### src/rtl/core/rorl_pkg.sv
// Package with the shared widths, codes and item types of the record ring.
package rorl_pkg;

  // Default sizing of the ring.
  localparam int SLOTS_DEF        = 16;
  localparam int HANDLE_WIDTH_DEF = 32;
  localparam int LENGTH_WIDTH_DEF = 16;

  // Fixed widths of the channel fields.
  localparam int KIND_W        = 1;
  localparam int HANDLE_PORT_W = 32;
  localparam int LENGTH_PORT_W = 16;
  localparam int OFFSET_W      = 20;
  localparam int STATUS_W      = 2;
  localparam int SLOT_PORT_W   = 4;
  localparam int IN_REC_W      = 16;

  // Item kinds.
  localparam logic [KIND_W-1:0] KIND_ADD  = 1'b0;
  localparam logic [KIND_W-1:0] KIND_FIND = 1'b1;

  // Result status codes.
  localparam logic [STATUS_W-1:0] STATUS_DONE      = 2'd0;
  localparam logic [STATUS_W-1:0] STATUS_REJECT    = 2'd1;
  localparam logic [STATUS_W-1:0] STATUS_NOT_FOUND = 2'd2;

  typedef struct packed {
    logic [KIND_W-1:0]        kind;
    logic [HANDLE_PORT_W-1:0] new_handle;
    logic [LENGTH_PORT_W-1:0] new_length;
    logic [OFFSET_W-1:0]      byte_offset;
  } item_t;

  typedef struct packed {
    logic [STATUS_W-1:0]      status;
    logic                     evicted;
    logic [HANDLE_PORT_W-1:0] evicted_handle;
    logic [HANDLE_PORT_W-1:0] found_handle;
    logic [LENGTH_PORT_W-1:0] found_length;
    logic [SLOT_PORT_W-1:0]   found_slot;
    logic [IN_REC_W-1:0]      offset_in_record;
  } res_t;

endpackage

### src/rtl/core/rorl_chan_if.sv
// Valid/ready channel interfaces for the items and the results of the record ring.
interface rorl_in_if;
  import rorl_pkg::*;

  logic                     valid;
  logic                     ready;
  logic [KIND_W-1:0]        kind;
  logic [HANDLE_PORT_W-1:0] new_handle;
  logic [LENGTH_PORT_W-1:0] new_length;
  logic [OFFSET_W-1:0]      byte_offset;

  modport source (output valid, kind, new_handle, new_length, byte_offset, input ready);
  modport sink (input valid, kind, new_handle, new_length, byte_offset, output ready);
endinterface

interface rorl_out_if;
  import rorl_pkg::*;

  logic                     valid;
  logic                     ready;
  logic [STATUS_W-1:0]      status;
  logic                     evicted;
  logic [HANDLE_PORT_W-1:0] evicted_handle;
  logic [HANDLE_PORT_W-1:0] found_handle;
  logic [LENGTH_PORT_W-1:0] found_length;
  logic [SLOT_PORT_W-1:0]   found_slot;
  logic [IN_REC_W-1:0]      offset_in_record;

  modport source (output valid, status, evicted, evicted_handle, found_handle, found_length,
                  found_slot, offset_in_record, input ready);
  modport sink (input valid, status, evicted, evicted_handle, found_handle, found_length,
                found_slot, offset_in_record, output ready);
endinterface

### src/rtl/core/ring_of_records_with_offset_lookup_unit.sv
// Top level of the record ring with offset lookup: memory, sequencer, output register.
//
// Usage: items arrive on in_ch, one result per item leaves on out_ch; both are
// valid/ready channels and a transfer happens when valid and ready are high at a
// rising edge of clk. An add (kind 0) stores a handle/length record, overwriting
// and reporting the oldest one when the ring is full; a zero handle or length is
// rejected. A find (kind 1) locates a byte offset across the stored records,
// oldest first.
// Sequence: an add moves from idle to the add state, where its result enters the output
// register once that register is free, and the sequencer then returns to idle.
// A find reads one record per cycle from the record memory until it reaches the
// record that holds the offset or has walked every stored record; its result is
// then registered once the output register is free. One item is worked on at a time;
// in_ch.ready is high whenever the sequencer is idle.
// Stalls: the result sits in an output register, so the next item is taken while
// it waits; a finished item then holds until out_ch takes the earlier result.
// Reset: rst_n is synchronous and active low; it empties the ring and the output
// register. Record contents are not cleared and are never read before written.
module ring_of_records_with_offset_lookup_unit #(
  parameter int SLOTS        = rorl_pkg::SLOTS_DEF,
  parameter int HANDLE_WIDTH = rorl_pkg::HANDLE_WIDTH_DEF,
  parameter int LENGTH_WIDTH = rorl_pkg::LENGTH_WIDTH_DEF
) (
  input  logic        clk,
  input  logic        rst_n,
  rorl_in_if.sink     in_ch,
  rorl_out_if.source  out_ch
);
  import rorl_pkg::*;

  localparam int IDX_W  = $clog2(SLOTS);
  localparam int WORD_W = HANDLE_WIDTH + LENGTH_WIDTH;

  item_t             item;
  res_t              res;
  res_t              out_r;
  logic              out_valid_r;
  logic              out_free;
  logic              res_valid;
  logic              in_ready;
  logic              mem_we;
  logic              mem_re;
  logic [IDX_W-1:0]  mem_waddr;
  logic [IDX_W-1:0]  mem_raddr;
  logic [WORD_W-1:0] mem_wdata;
  logic [WORD_W-1:0] mem_rdata;

  assign item.kind        = in_ch.kind;
  assign item.new_handle  = in_ch.new_handle;
  assign item.new_length  = in_ch.new_length;
  assign item.byte_offset = in_ch.byte_offset;
  assign in_ch.ready      = in_ready;

  assign out_free = !out_valid_r || out_ch.ready;

  rorl_ring_mem #(
    .DEPTH (SLOTS),
    .WIDTH (WORD_W)
  ) u_mem (
    .clk   (clk),
    .we    (mem_we),
    .waddr (mem_waddr),
    .wdata (mem_wdata),
    .re    (mem_re),
    .raddr (mem_raddr),
    .rdata (mem_rdata)
  );

  rorl_seq #(
    .SLOTS        (SLOTS),
    .HANDLE_WIDTH (HANDLE_WIDTH),
    .LENGTH_WIDTH (LENGTH_WIDTH)
  ) u_seq (
    .clk       (clk),
    .rst_n     (rst_n),
    .in_valid  (in_ch.valid),
    .in_ready  (in_ready),
    .item      (item),
    .out_free  (out_free),
    .res_valid (res_valid),
    .res       (res),
    .mem_we    (mem_we),
    .mem_waddr (mem_waddr),
    .mem_wdata (mem_wdata),
    .mem_re    (mem_re),
    .mem_raddr (mem_raddr),
    .mem_rdata (mem_rdata)
  );

  always_ff @(posedge clk) begin
    if (!rst_n) begin
      out_valid_r <= 1'b0;
    end else if (res_valid) begin
      out_valid_r <= 1'b1;
    end else if (out_ch.ready) begin
      out_valid_r <= 1'b0;
    end
  end

  always_ff @(posedge clk) begin
    if (res_valid) begin
      out_r <= res;
    end
  end

  assign out_ch.valid            = out_valid_r;
  assign out_ch.status           = out_r.status;
  assign out_ch.evicted          = out_r.evicted;
  assign out_ch.evicted_handle   = out_r.evicted_handle;
  assign out_ch.found_handle     = out_r.found_handle;
  assign out_ch.found_length     = out_r.found_length;
  assign out_ch.found_slot       = out_r.found_slot;
  assign out_ch.offset_in_record = out_r.offset_in_record;

endmodule

### src/rtl/core/rorl_ring_mem.sv
// Record memory: one write port and one read port with registered read data.
module rorl_ring_mem #(
  parameter int DEPTH = rorl_pkg::SLOTS_DEF,
  parameter int WIDTH = rorl_pkg::HANDLE_WIDTH_DEF + rorl_pkg::LENGTH_WIDTH_DEF,
  localparam int AW = $clog2(DEPTH)
) (
  input  logic             clk,
  input  logic             we,
  input  logic [AW-1:0]    waddr,
  input  logic [WIDTH-1:0] wdata,
  input  logic             re,
  input  logic [AW-1:0]    raddr,
  output logic [WIDTH-1:0] rdata
);

  logic [WIDTH-1:0] mem [DEPTH];
  logic [WIDTH-1:0] rdata_r;

  always_ff @(posedge clk) begin
    if (we) begin
      mem[waddr] <= wdata;
    end
  end

  // Read data holds while no read is issued.
  always_ff @(posedge clk) begin
    if (re) begin
      rdata_r <= mem[raddr];
    end
  end

  assign rdata = rdata_r;

endmodule

### src/rtl/core/rorl_seq.sv
// Sequencer: ring indices, add read-modify-write and the slot-by-slot offset walk.
module rorl_seq #(
  parameter int SLOTS        = rorl_pkg::SLOTS_DEF,
  parameter int HANDLE_WIDTH = rorl_pkg::HANDLE_WIDTH_DEF,
  parameter int LENGTH_WIDTH = rorl_pkg::LENGTH_WIDTH_DEF,
  localparam int IDX_W  = $clog2(SLOTS),
  localparam int WORD_W = HANDLE_WIDTH + LENGTH_WIDTH
) (
  input  logic                clk,
  input  logic                rst_n,
  input  logic                in_valid,
  output logic                in_ready,
  input  rorl_pkg::item_t     item,
  input  logic                out_free,
  output logic                res_valid,
  output rorl_pkg::res_t      res,
  output logic                mem_we,
  output logic [IDX_W-1:0]    mem_waddr,
  output logic [WORD_W-1:0]   mem_wdata,
  output logic                mem_re,
  output logic [IDX_W-1:0]    mem_raddr,
  input  logic [WORD_W-1:0]   mem_rdata
);
  import rorl_pkg::*;

  localparam int CNT_W = IDX_W + 1;
  localparam int OFF_W = (LENGTH_WIDTH > OFFSET_W) ? LENGTH_WIDTH : OFFSET_W;

  localparam logic [1:0] S_IDLE = 2'd0;
  localparam logic [1:0] S_ADD  = 2'd1;
  localparam logic [1:0] S_FIND = 2'd2;

  logic [1:0]              state_r, state_nxt;
  logic [IDX_W-1:0]        wr_idx_r, wr_idx_nxt;
  logic [IDX_W-1:0]        rd_idx_r, rd_idx_nxt;
  logic                    full_r, full_nxt;
  logic [HANDLE_WIDTH-1:0] h_r, h_nxt;
  logic [LENGTH_WIDTH-1:0] len_r, len_nxt;
  logic [OFF_W-1:0]        off_r, off_nxt;
  logic [IDX_W-1:0]        p_r, p_nxt;
  logic [CNT_W-1:0]        remain_r, remain_nxt;

  logic [HANDLE_WIDTH-1:0] rd_handle;
  logic [LENGTH_WIDTH-1:0] rd_len;
  logic [OFF_W-1:0]        rd_len_ext;
  logic [IDX_W-1:0]        wr_next, rd_next, p_next;
  logic [CNT_W-1:0]        count;

  function automatic logic [IDX_W-1:0] next_idx(input logic [IDX_W-1:0] i);
    return (i == IDX_W'(SLOTS - 1)) ? '0 : i + 1'b1;
  endfunction

  assign rd_handle  = mem_rdata[WORD_W-1:LENGTH_WIDTH];
  assign rd_len     = mem_rdata[LENGTH_WIDTH-1:0];
  assign rd_len_ext = OFF_W'(rd_len);
  assign wr_next    = next_idx(wr_idx_r);
  assign rd_next    = next_idx(rd_idx_r);
  assign p_next     = next_idx(p_r);

  // Stored record count; a full ring has equal indices and holds every slot.
  always_comb begin
    if (full_r) begin
      count = CNT_W'(SLOTS);
    end else if (wr_idx_r >= rd_idx_r) begin
      count = CNT_W'(wr_idx_r) - CNT_W'(rd_idx_r);
    end else begin
      count = CNT_W'(wr_idx_r) + CNT_W'(SLOTS) - CNT_W'(rd_idx_r);
    end
  end

  assign in_ready = (state_r == S_IDLE);

  // The only write happens in the add state, as it returns to idle, so the next
  // read is issued later from idle and sees the written record.
  always_comb begin
    state_nxt  = state_r;
    wr_idx_nxt = wr_idx_r;
    rd_idx_nxt = rd_idx_r;
    full_nxt   = full_r;
    h_nxt      = h_r;
    len_nxt    = len_r;
    off_nxt    = off_r;
    p_nxt      = p_r;
    remain_nxt = remain_r;
    mem_re     = 1'b0;
    mem_raddr  = wr_idx_r;
    mem_we     = 1'b0;
    mem_waddr  = wr_idx_r;
    mem_wdata  = {h_r, len_r};
    res_valid  = 1'b0;
    res        = '0;
    unique case (state_r)
      S_IDLE: begin
        if (in_valid) begin
          h_nxt      = HANDLE_WIDTH'(item.new_handle);
          len_nxt    = LENGTH_WIDTH'(item.new_length);
          off_nxt    = OFF_W'(item.byte_offset);
          p_nxt      = rd_idx_r;
          remain_nxt = count;
          mem_re     = 1'b1;
          if (item.kind == KIND_ADD) begin
            mem_raddr = wr_idx_r;
            state_nxt = S_ADD;
          end else begin
            mem_raddr = rd_idx_r;
            state_nxt = S_FIND;
          end
        end
      end
      S_ADD: begin
        if (out_free) begin
          res_valid = 1'b1;
          state_nxt = S_IDLE;
          if (h_r == '0 || len_r == '0) begin
            res.status = STATUS_REJECT;
          end else begin
            res.status = STATUS_DONE;
            mem_we     = 1'b1;
            wr_idx_nxt = wr_next;
            if (full_r) begin
              res.evicted        = 1'b1;
              res.evicted_handle = HANDLE_PORT_W'(rd_handle);
              rd_idx_nxt         = rd_next;
            end
            full_nxt = (wr_next == (full_r ? rd_next : rd_idx_r));
          end
        end
      end
      S_FIND: begin
        if (remain_r == '0) begin
          if (out_free) begin
            res_valid  = 1'b1;
            res.status = STATUS_NOT_FOUND;
            state_nxt  = S_IDLE;
          end
        end else if (off_r < rd_len_ext) begin
          if (out_free) begin
            res_valid            = 1'b1;
            res.status           = STATUS_DONE;
            res.found_handle     = HANDLE_PORT_W'(rd_handle);
            res.found_length     = LENGTH_PORT_W'(rd_len);
            res.found_slot       = SLOT_PORT_W'(p_r);
            res.offset_in_record = IN_REC_W'(off_r);
            state_nxt            = S_IDLE;
          end
        end else begin
          // Skip this record and fetch the next slot for the following cycle.
          off_nxt    = off_r - rd_len_ext;
          remain_nxt = remain_r - 1'b1;
          p_nxt      = p_next;
          mem_re     = 1'b1;
          mem_raddr  = p_next;
        end
      end
      default: begin
        state_nxt = S_IDLE;
      end
    endcase
  end

  always_ff @(posedge clk) begin
    if (!rst_n) begin
      state_r  <= S_IDLE;
      wr_idx_r <= '0;
      rd_idx_r <= '0;
      full_r   <= 1'b0;
    end else begin
      state_r  <= state_nxt;
      wr_idx_r <= wr_idx_nxt;
      rd_idx_r <= rd_idx_nxt;
      full_r   <= full_nxt;
    end
  end

  always_ff @(posedge clk) begin
    h_r      <= h_nxt;
    len_r    <= len_nxt;
    off_r    <= off_nxt;
    p_r      <= p_nxt;
    remain_r <= remain_nxt;
  end

  a_full_idx: assert property (@(posedge clk) disable iff (!rst_n)
    full_r |-> (wr_idx_r == rd_idx_r))
    else $error("ring marked full with differing indices");

  a_res_room: assert property (@(posedge clk) disable iff (!rst_n)
    res_valid |-> out_free)
    else $error("result issued while the output register is occupied");

  a_accept_busy: assert property (@(posedge clk) disable iff (!rst_n)
    (in_valid && in_ready) |=> (state_r != S_IDLE))
    else $error("sequencer stayed idle after a transfer");

  a_remain: assert property (@(posedge clk) disable iff (!rst_n)
    (state_r == S_FIND) |-> (remain_r <= CNT_W'(SLOTS)))
    else $error("walk counter exceeds the ring size");

endmodule
### src/flat_wrapper.sv
// flat-port wrapper written by rule: the top's interface ports become plain ports
module ring_of_records_with_offset_lookup_unit_flat import rorl_pkg::*;
#(
  parameter int SLOTS        = rorl_pkg::SLOTS_DEF,
  parameter int HANDLE_WIDTH = rorl_pkg::HANDLE_WIDTH_DEF,
  parameter int LENGTH_WIDTH = rorl_pkg::LENGTH_WIDTH_DEF
)
  (clk, rst_n, in_ch_valid, in_ch_kind, in_ch_new_handle, in_ch_new_length, in_ch_byte_offset, in_ch_ready, out_ch_valid, out_ch_status, out_ch_evicted, out_ch_evicted_handle, out_ch_found_handle, out_ch_found_length, out_ch_found_slot, out_ch_offset_in_record, out_ch_ready);
  rorl_in_if in_ch_i ();
  rorl_out_if out_ch_i ();
  input  logic clk;
  input  logic rst_n;
  input wire logic [$bits(in_ch_i.valid)-1:0] in_ch_valid;
  input wire logic [$bits(in_ch_i.kind)-1:0] in_ch_kind;
  input wire logic [$bits(in_ch_i.new_handle)-1:0] in_ch_new_handle;
  input wire logic [$bits(in_ch_i.new_length)-1:0] in_ch_new_length;
  input wire logic [$bits(in_ch_i.byte_offset)-1:0] in_ch_byte_offset;
  output wire logic [$bits(in_ch_i.ready)-1:0] in_ch_ready;
  output wire logic [$bits(out_ch_i.valid)-1:0] out_ch_valid;
  output wire logic [$bits(out_ch_i.status)-1:0] out_ch_status;
  output wire logic [$bits(out_ch_i.evicted)-1:0] out_ch_evicted;
  output wire logic [$bits(out_ch_i.evicted_handle)-1:0] out_ch_evicted_handle;
  output wire logic [$bits(out_ch_i.found_handle)-1:0] out_ch_found_handle;
  output wire logic [$bits(out_ch_i.found_length)-1:0] out_ch_found_length;
  output wire logic [$bits(out_ch_i.found_slot)-1:0] out_ch_found_slot;
  output wire logic [$bits(out_ch_i.offset_in_record)-1:0] out_ch_offset_in_record;
  input wire logic [$bits(out_ch_i.ready)-1:0] out_ch_ready;
  assign in_ch_i.valid = in_ch_valid;
  assign in_ch_i.kind = in_ch_kind;
  assign in_ch_i.new_handle = in_ch_new_handle;
  assign in_ch_i.new_length = in_ch_new_length;
  assign in_ch_i.byte_offset = in_ch_byte_offset;
  assign in_ch_ready = in_ch_i.ready;
  assign out_ch_valid = out_ch_i.valid;
  assign out_ch_status = out_ch_i.status;
  assign out_ch_evicted = out_ch_i.evicted;
  assign out_ch_evicted_handle = out_ch_i.evicted_handle;
  assign out_ch_found_handle = out_ch_i.found_handle;
  assign out_ch_found_length = out_ch_i.found_length;
  assign out_ch_found_slot = out_ch_i.found_slot;
  assign out_ch_offset_in_record = out_ch_i.offset_in_record;
  assign out_ch_i.ready = out_ch_ready;
  ring_of_records_with_offset_lookup_unit #(.SLOTS(SLOTS), .HANDLE_WIDTH(HANDLE_WIDTH), .LENGTH_WIDTH(LENGTH_WIDTH)) u_core (.clk(clk), .rst_n(rst_n), .in_ch(in_ch_i), .out_ch(out_ch_i));
endmodule
### config.mk
export PLATFORM = sky130hd
export DESIGN_NAME = ring_of_records_with_offset_lookup_unit_flat
export DESIGN_NICKNAME = d
export VERILOG_FILES = /design/src/rtl/core/rorl_pkg.sv /design/src/rtl/core/rorl_chan_if.sv /design/src/rtl/core/ring_of_records_with_offset_lookup_unit.sv /design/src/rtl/core/rorl_ring_mem.sv /design/src/rtl/core/rorl_seq.sv /design/src/flat_wrapper.sv
export SDC_FILE = /design/constraint.sdc
export NUM_CORES = 1
export LEC_CHECK = 0
export ABC_AREA = 0
export BUFFER_PORTS_ARGS = -buffer_cell sky130_fd_sc_hd__clkbuf_2
export CORE_UTILIZATION = 61
export DETAILED_ROUTE_END_ITERATION = 8
export PLACE_DENSITY = 0.79
export SLEW_MARGIN = 20
export SYNTH_ARGS = -nofsm -noshare
export SYNTH_HDL_FRONTEND = slang
export SYNTH_HIERARCHICAL = 1
export SYNTH_SLANG_ARGS = --single-unit
export TNS_END_PERCENT = 5
### constraint.sdc
create_clock -name clk -period 12.1 [get_ports clk]
set_clock_uncertainty 0.1 [all_clocks]
set_input_delay 1.21 -clock clk [delete_from_list [all_inputs] [get_ports clk]]
set_output_delay 1.21 -clock clk [all_outputs]
set_load 0.01 [all_outputs]
-- Word-level counts from Yosys, hierarchy flattened
Memories as Yosys holds them, arrays and structs flattened. A register that Yosys moved wholly into a read port is not among the register bits.
Cells that the tools add are included.
- bitwise gates (word level): 6
- magnitude comparators: 2
- equality and inequality tests: 10
- multiplexer cells: 51
- reduce and logical (&&, ||, !) cells: 16
- add/sub/neg operators: 8
- operators by type and width (cell ; number):
    33-bit 2-to-1 mux ; 2
    20-bit 2-to-1 mux ; 3
    4-bit 2-to-1 mux ; 11
    20-bit one-hot mux with 2 select lines ; 1
    35-bit 2-to-1 mux ; 1
    32-bit logical NOT ; 1
    5-bit 2-to-1 mux ; 5
    20-bit by 16-bit less-than comparator with 1-bit output ; 1
    20-bit by 16-bit subtractor with 20-bit output ; 1
    16-bit logical NOT ; 1
    4-bit one-hot mux with 2 select lines ; 2
    1-bit 2-to-1 mux ; 14
    2-bit 2-to-1 mux ; 7
    4-bit by 1-bit adder with 4-bit output (second input constant) ; 3
    4-bit == test (second input constant) ; 3
    5-bit one-hot mux with 2 select lines ; 1
    4-bit OR reduction ; 2
    2-bit inequality test (second input constant) ; 3
    1-bit inverter ; 6
    2-bit one-hot mux with 3 select lines ; 1
    4-bit by 5-bit adder with 5-bit output (second input constant) ; 1
    5-bit logical NOT ; 1
    4-bit by 4-bit subtractor with 5-bit output ; 1
    5-bit by 1-bit subtractor with 5-bit output (second input constant) ; 1
    16 further kinds ; 20
- memory bits (writable): 768
- input port bits: 73
- memories: 1
- flip-flop bits (word level): 192
- memories (memory ; depth ; width ; rd ports ; clocked after Yosys merged registers in ; write ports ; line ; RTL):
    u_core.u_mem.mem ; 16 ; 48 ; 1 ; 1 ; 1 ; rorl_ring_mem.sv:16 ; logic [WIDTH-1:0] mem [DEPTH];

-- Logic depth before layout (Yosys ltp)
Gate-level depths: netlist of the first run.
- word-level depth: 7
- mapped depth: 15
- mapped depth without buffers: 12

-- Modules after synthesis
Netlist of the first run, hierarchy kept.
- modules (own cells, without submodules) (module ; cells an instance ; area each (µm²) ; instances):
    rorl_ring_mem ; 1242 ; 30171.4 ; 1
    rorl_seq ; 561 ; 5621.6 ; 1
    ring_of_records_with_offset_lookup_unit ; 107 ; 3141.8 ; 1

-- Least setup slack after synthesis of the first run
Ideal clock, no wire load.
- path kind: register to register
- start: reg u_core.u_seq.off_r[0]
- end: reg u_core.out_valid_r, in the netlist u_core/out_ch.valid
- path slack: 2.315 ns
- arrival time: 9.601 ns
- cell stages (with the launch flop): 12
- required time: 11.916 ns
- library setup time: 0.084 ns
- path through: edfxtp_1 inv_1 ha_1 fa_1 nor2b_4 o31ai_4 a31oi_4 a21oi_1 a21oi_1 o21ai_0 inv_1 a21boi_2
- cells in the longest elaborated chain, start to end: 5
- elaborated cells on any way between the ends: 6
- those cells by class: order compare (1); mux (4); reduce/logical (1)
- ends and longest elaborated chain (what ; line ; RTL):
    from (decl) ; rorl_seq.sv:39 ; logic [OFF_W-1:0] off_r, off_nxt;
    from (signal assigned) ; rorl_seq.sv:178 ; off_r <= off_nxt;
    20-bit by 16-bit less-than comparator with 1-bit output * ; rorl_seq.sv:136 ; end else if (off_r < rd_len_ext) begin
    1-bit 2-to-1 mux * ; rorl_seq.sv:136 ;
    1-bit 2-to-1 mux * ; rorl_seq.sv:130 ; if (remain_r == '0) begin
    1-bit one-hot mux with 2 select lines * ; rorl_seq.sv:92 ; unique case (state_r)
    net u_core.res_valid ; ring_of_records_with_offset_lookup_unit.sv:39 ; logic res_valid;
    1-bit 2-to-1 mux or 2-bit nonzero test (tied branches) ; n/a ;
    to (signal assigned) ; ring_of_records_with_offset_lookup_unit.sv:92 ; out_valid_r <= 1'b0;
    to (signal assigned) ; ring_of_records_with_offset_lookup_unit.sv:94 ; out_valid_r <= 1'b1;
    to (signal assigned) ; ring_of_records_with_offset_lookup_unit.sv:96 ; out_valid_r <= 1'b0;
    to (decl) ; ring_of_records_with_offset_lookup_unit.sv:37 ; logic out_valid_r;
Mark *: on every way through the listed nets, which the timed path passes. The rest lies on a longest branch.
A chain may end at the register's enable or synchronous reset.

-- Final worst setup path of the first run
- start: reg u_core.u_mem.rdata_r[0], in the netlist u_core/u_mem/rdata[0] (read register of u_core.u_mem.mem)
- end: reg u_core.u_mem.rdata_r[47], in the netlist u_core/u_mem/rdata[47] (read register of u_core.u_mem.mem), data pin
- cells in the longest elaborated chain, start to end: 4
- elaborated cells on any way between the ends: 7
- those cells by class: order compare (1); mux (6)
- ends and longest elaborated chain (what ; line ; RTL):
    from (decl) ; rorl_ring_mem.sv:17 ; logic [WIDTH-1:0] rdata_r;
    20-bit by 16-bit less-than comparator with 1-bit output ; rorl_seq.sv:136 ;
    4-bit 2-to-1 mux ; rorl_seq.sv:136 ;
    4-bit 2-to-1 mux ; rorl_seq.sv:130 ;
    4-bit one-hot mux with 2 select lines ; rorl_seq.sv:92 ;
    net u_core.mem_raddr[0] ; ring_of_records_with_offset_lookup_unit.sv:44 ; logic [IDX_W-1:0] mem_raddr;
The timed path passes the listed nets, and every way through them passes these cells.

==> metrics.csv, run 1 <==
metric,value,unit
setup.worst_path.class,flop to flop,
final_cell_area,0.0441,mm^2
core_area,0.0631,mm^2
n_antenna_cell,0,
fin_worst_hold_slack,0.409,ns
path_common_cell,buf_4,
root_buffer,clkbuf_16,
ios,178,
die-area,0.0648,mm^2
cts_num_sinks,1008,
start_util,0.617,
fmax,185,MHz
place_area,0.0409,mm^2
crit_path_end_kind,flop,
dp_slack,6.53,ns
drc,0,
rsz0062_at_grt,no,
path_cells,"ha_1, fa_1, nor2b_4, o31ai_4, a31oi_4, a21o_1, buf_4, o21ai_0, o221ai_4, buf_12, buf_4, mux4_2, a22oi_1, nand2_1",
crit_arrival,5.70,ns
area_growth,13.2,%
cp-start-kind,flop,
fin_nets,2240,
ys_warn_count,6,
cts_buffers,97,
insertion_delay,0.67,ns
path_max_fanout,93,
syn_area,0.0389,mm^2
routedWlPerCell,29.9,um
slowest_stage,buf_4,
crit_path_start,u_core/u_mem/rdata[0]$_DFFE_PP_,
peakVddDrop,0.167,mV
overflow,0,
antenna_found_initial,3,
synth.distinct_cells,68,
fin_crit_sh,0.448,
status,"finished, final reports clean",
tightest_slew,1.13,ns
hp-class,flop to flop,
fin_util,0.699,
power_density,198,mW/mm^2
postCtsSetupBuffers,0,
use_met2,0.472,
worstPathRequired,12.38,ns
ys_seq_elements,1008,
grt_max_degree,133,
gr-max-usage-layer,met2,
syn-num-nets,2012,
crit_buf_inv,3,
crit_cells,14,
synthCells,1910,
drt_pre_antenna_iters,5,
synth_ff_type,edfxtp_1,
synthArstFlopShare,0,
synth.avg_cell_area,20.4,um^2
slew_headroom,0.242,
cts_tree,done,
setup-tns-final,0,ns
slew_violations,0,
ant_nets,0,
rr_worst_depth,14,
wirelength,91.7,mm
port_buffers,177,
max_stage_delay,0.90,ns
worst_slack,6.68,ns
min_period,5.42,ns
gp_congestion,0.854,
r2r_slack,6.68,ns
finalSetupViolations,0,
cts-htree-levels,3,
maxCapViolCount,0,
place_hpwl,44.8,mm
hold_buffers,0,
p_leak,14.2,nW
final_common_cell,edfxtp_1,
row_count,92,
final-hold-violation-count,0,
drt_first_iter_violations,2550,
r2r-end,u_core/u_mem/rdata[47]$_DFFE_PP_,
vias,20100,
r2r_start,u_core/u_mem/rdata[0]$_DFFE_PP_,
cp_top_family,buffers and inverters,
via_per_inst,6.56,
yosysSeqAreaShare,0.774,
worstHoldStart,u_core/u_seq/state_r[1]$_SDFFE_PN0P_,
die_w,255,um
synth_edf_count,996,
grt_pass1_vias,20500,
worstSetupEndpoint,u_core/u_mem/rdata[47]$_DFFE_PP_,
final_cell_mix,"edfxtp_1, mux4_2, clkbuf_2",
ctsResizeCount,0,
drive_gt1_frac,0.270,
grt_usage,0.287,
global_route.usage.met3,0.0609,
clockBufferDepth,3,
die_h,255,um
grtUsageMet1,0.385,
cts.clk_slew.worst_paths,0.06,ns
grt_pass1_wl,132,mm
[sequential cells by signal, summed over array words and instances, names as in the netlist, 16 cells and up]
signal / cells
u_core/out_ch.evicted_handle: 32
u_core/out_ch.found_handle: 32
u_core/out_ch.found_length: 16
u_core/out_ch.offset_in_record: 16
u_core/u_mem/mem: 768
u_core/u_mem/rdata: 48
u_core/u_seq/h_r: 32
u_core/u_seq/len_r: 16
u_core/u_seq/off_r: 20
[worst register-to-register path, delay by kind of cell, from the launching register on]
family	cells	cell delay [ns]
AO/OA/AOI/OAI	6	1.21
adder cells (fa/ha/maj)	2	0.70
buffers and inverters	3	1.83
flip-flops	1	0.40
multiplexers	1	0.65
AND/OR/NAND/NOR	2	0.26
[where the power goes]
part | switching [mW] | internal, mW
Combinational | 0.829 | 0.633
Sequential | 0.188 | 4.16
Clock | 1.31 | 1.63
Total | 2.33 | 6.42
[cell type report]
type	count	area, um^2
clock buffers	113	2490
well taps	846	1060
flip-flops and latches	1008	30100
fillers	3708	19000
multi-input cells	771	8360
clock inverters	64	584
repair buffers	218	1280
inverters	42	158
[metrics by stage]
step	instances	total power [mW]
2_1_floorplan	1910	5.44
3_5_place_dp	2882	5.84
3_3_place_gp	2881	5.79
6_report	3062	8.75
4_1_cts	3059	8.76
5_1_grt	3062	9.03
[logic make-up after synthesis]
logic type	count (synthesis)	share of synthesized area
DFF	1008	0.774
adders and majority gates	29	0.00970
AOI/OAI and AO/OA	213	0.0402
xor gates and xnor gates	21	0.00472
and+or+nand+nor	307	0.0419
buffers and inverters	131	0.0156
muxes	201	0.114
[Yosys cell counts, types with 14 or more instances]
cell      number  share of area
edfxtp_1     996           0.77
mux4_2       192           0.11
a22oi_1       97          0.019
and2_1        85          0.014
nand2_1       85         0.0082
inv_1         42         0.0040
nor2_1        40         0.0039
clkbuf_1      39         0.0038
a21oi_1       32         0.0041
nor4_1        30         0.0048
ha_1          27         0.0087
o21ai_0       25         0.0032
buf_1         18         0.0017
buf_4         18         0.0035
xnor2_1       17         0.0038
nand3_1       14         0.0018
[metal layers]
metal	vias to the layer above	part of all wire
li1	8284	-
met1	10200	0.36
met2	1378	0.50
met3	218	0.11
met4	4	0.033
met5	-	0.00036
[worst min-delay path by stage]
stage                                                       to  depth (start not counted)  slack (ns)
after floorplan           u_core/u_seq/state_r[1]$_SDFFE_PN0P_                          2        0.35
after global placement    u_core/u_seq/state_r[1]$_SDFFE_PN0P_                          2        0.37
after detailed placement  u_core/u_seq/state_r[1]$_SDFFE_PN0P_                          2        0.39
after CTS                 u_core/u_seq/state_r[1]$_SDFFE_PN0P_                          2        0.40
after global routing      u_core/u_seq/state_r[0]$_SDFFE_PN0P_                          2        0.42
final                     u_core/u_seq/state_r[1]$_SDFFE_PN0P_                          2        0.41
No activity file was read; power rests on OpenSTA's default activity.
==> run 2, diff against run 1 <==
- clock period: 12.1 -> 5.6 ns (I/O delays scaled with it)
==> run 2 against run 1 <==
Effect of this change: hold slack got worse by 0.38 ns; routed wire length rose by 1.2%; clock power rose by 120%; cell count rose by 1.7%; sequential power rose by 120%; fmax rose by 21%; design area rose by 1.6%; combinational power rose by 120%; largest power group unchanged; highest routed layer is now met4.
==> metrics.csv, run 2 (synthesis gave the netlist of run 1 again) <==
metric,value,unit
largest_reg_flops,768,
vias,20500,
cts_buffers,97,
die_h,255,um
gp_congestion,0.857,
crit_path_end_kind,flop,
drt_pre_antenna_iters,5,
cts.clk_slew.worst_paths,0.06,ns
max_stage_delay,0.71,ns
die_w,255,um
maxCapViolCount,0,
hold_buffers,41,
final_cell_mix,"edfxtp_1, mux4_2, clkbuf_2",
clockBufferDepth,3,
postCtsSetupBuffers,0,
peakVddDrop,0.347,mV
top_register,u_core/u_mem/mem,
setup-tns-final,0,ns
fin_nets,2288,
place_area,0.0412,mm^2
drive_gt1_frac,0.272,
final_common_cell,edfxtp_1,
place_hpwl,46.6,mm
die-area,0.0648,mm^2
use_met2,0.473,
fin_worst_hold_slack,0.0311,ns
slew_violations,0,
wirelength,92.8,mm
via_per_inst,6.58,
final_cell_area,0.0448,mm^2
path_max_fanout,15,
drt_first_iter_violations,2681,
ios,178,
finalSetupViolations,0,
grtUsageMet1,0.406,
antenna_found_initial,0,
power_density,429,mW/mm^2
n_antenna_cell,0,
crit_arrival,4.86,ns
final-hold-violation-count,0,
finalPower,19.2,mW
grt_pass1_vias,20800,
tightest_slew,1.11,ns
cts_tree,done,
cts-htree-levels,3,
drc,0,
slowest_stage,nor2b_4,
slew_headroom,0.257,
insertion_delay,0.66,ns
cp-start-kind,flop,
setup.worst_path.class,flop to flop,
grt_pass1_wl,136,mm
row_count,92,
worstPathRequired,5.98,ns
ant_nets,0,
p_leak,14.5,nW
hp-class,primary input to flop,
fin_crit_sh,0.800,
nFillCells,3622,
status,"finished, final reports clean",
rsz0062_at_grt,no,
port_buffers,177,
routedWlPerCell,29.8,um
grt_max_degree,105,
core_area,0.0631,mm^2
cts_num_sinks,1008,
gr-max-usage-layer,met2,
grt_usage,0.294,
path_cells,"inv_1, ha_1, fa_1, nor2b_4, o31ai_4, a31oi_4, a21oi_1, a21oi_1, o211ai_1, nor2b_4, buf_4, a22oi_1, nand2_1",
area_growth,15.0,%
root_buffer,clkbuf_16,
start_util,0.617,
overflow,0,
ctsResizeCount,0,
global_route.usage.met3,0.0623,
min_period,4.48,ns
fmax,223,MHz
run 2: cell count changes in the layout (fill, tap and decap cells not counted), moves of 3 or more:
| cell | before | now |
|---|---|---|
| buf_12 | 3 | 16 |
| bufinv_16 | 7 | 11 |
| clkinv_1 | 23 | 18 |
| clkinv_2 | 18 | 22 |
| buf_4 | 35 | 32 |
| clkinv_4 | 1 | 5 |
| clkbuf_1 | 16 | 13 |
| dlygate4sd3_1 | 0 | 41 |
run 2: worst max-delay path: cells and delay by family (launching register included):
family                     cells  cell delay (ns)
adders and majority gates      2             0.44
buffers and inverters          2             0.51
DFF                            1             0.35
AOI/OAI and AO/OA              6             1.93
and+or+nand+nor                3             0.94
run 2: layout make-up:
type	instances	area, um^2	share of cell area
Clock buffer	111	2500	0.0559
Sequential cell	1008	30100	0.673
Tap cell	846	1060	0.0236
Timing Repair Buffer	266	1860	0.0415
Clock inverter	70	698	0.0156
Multi-Input combinational cell	771	8360	0.187
Inverter	42	158	0.00352
run 2: worst paths after layout:
path                                                      startpoint  cells after the start                              endpoint  slack, ns
worst max-delay path                 u_core/u_seq/off_r[0]$_DFFE_PP_                     13       u_core/u_mem/rdata[3]$_DFFE_PP_       1.12
worst min-delay path                             in_ch_new_handle[6]                      1         u_core/u_seq/h_r[6]$_DFFE_PP_       0.03
worst max register to register       u_core/u_seq/off_r[0]$_DFFE_PP_                     13       u_core/u_mem/rdata[3]$_DFFE_PP_       1.12
worst min register to register  u_core/u_seq/state_r[1]$_SDFFE_PN0P_                      2  u_core/u_seq/state_r[1]$_SDFFE_PN0P_       0.40
run 2: per-stage QoR:
step,cells,worst slack [ns],util
2_1_floorplan,1910,-0.360,-
3_3_place_gp,2891,1.25,0.653
3_5_place_dp,2892,1.21,0.653
4_1_cts,3114,1.14,0.710
5_1_grt,3114,0.896,0.710
6_report,3114,1.12,0.710
run 2: power breakdown:
part | switching, mW | internal [mW] | total (mW)
clock network | 2.83 | 3.74 | 6.57
registers | 0.411 | 8.98 | 9.39
logic | 1.84 | 1.40 | 3.25
run 2: layer usage:
| metal | up-vias | wire length (um) |
|---|---|---|
| met5 | - | 0 |
| met4 | 0 | 2360 |
| met3 | 182 | 10800 |
| met2 | 1464 | 45700 |
| met1 | 10500 | 33900 |
| li1 | 8381 | - |
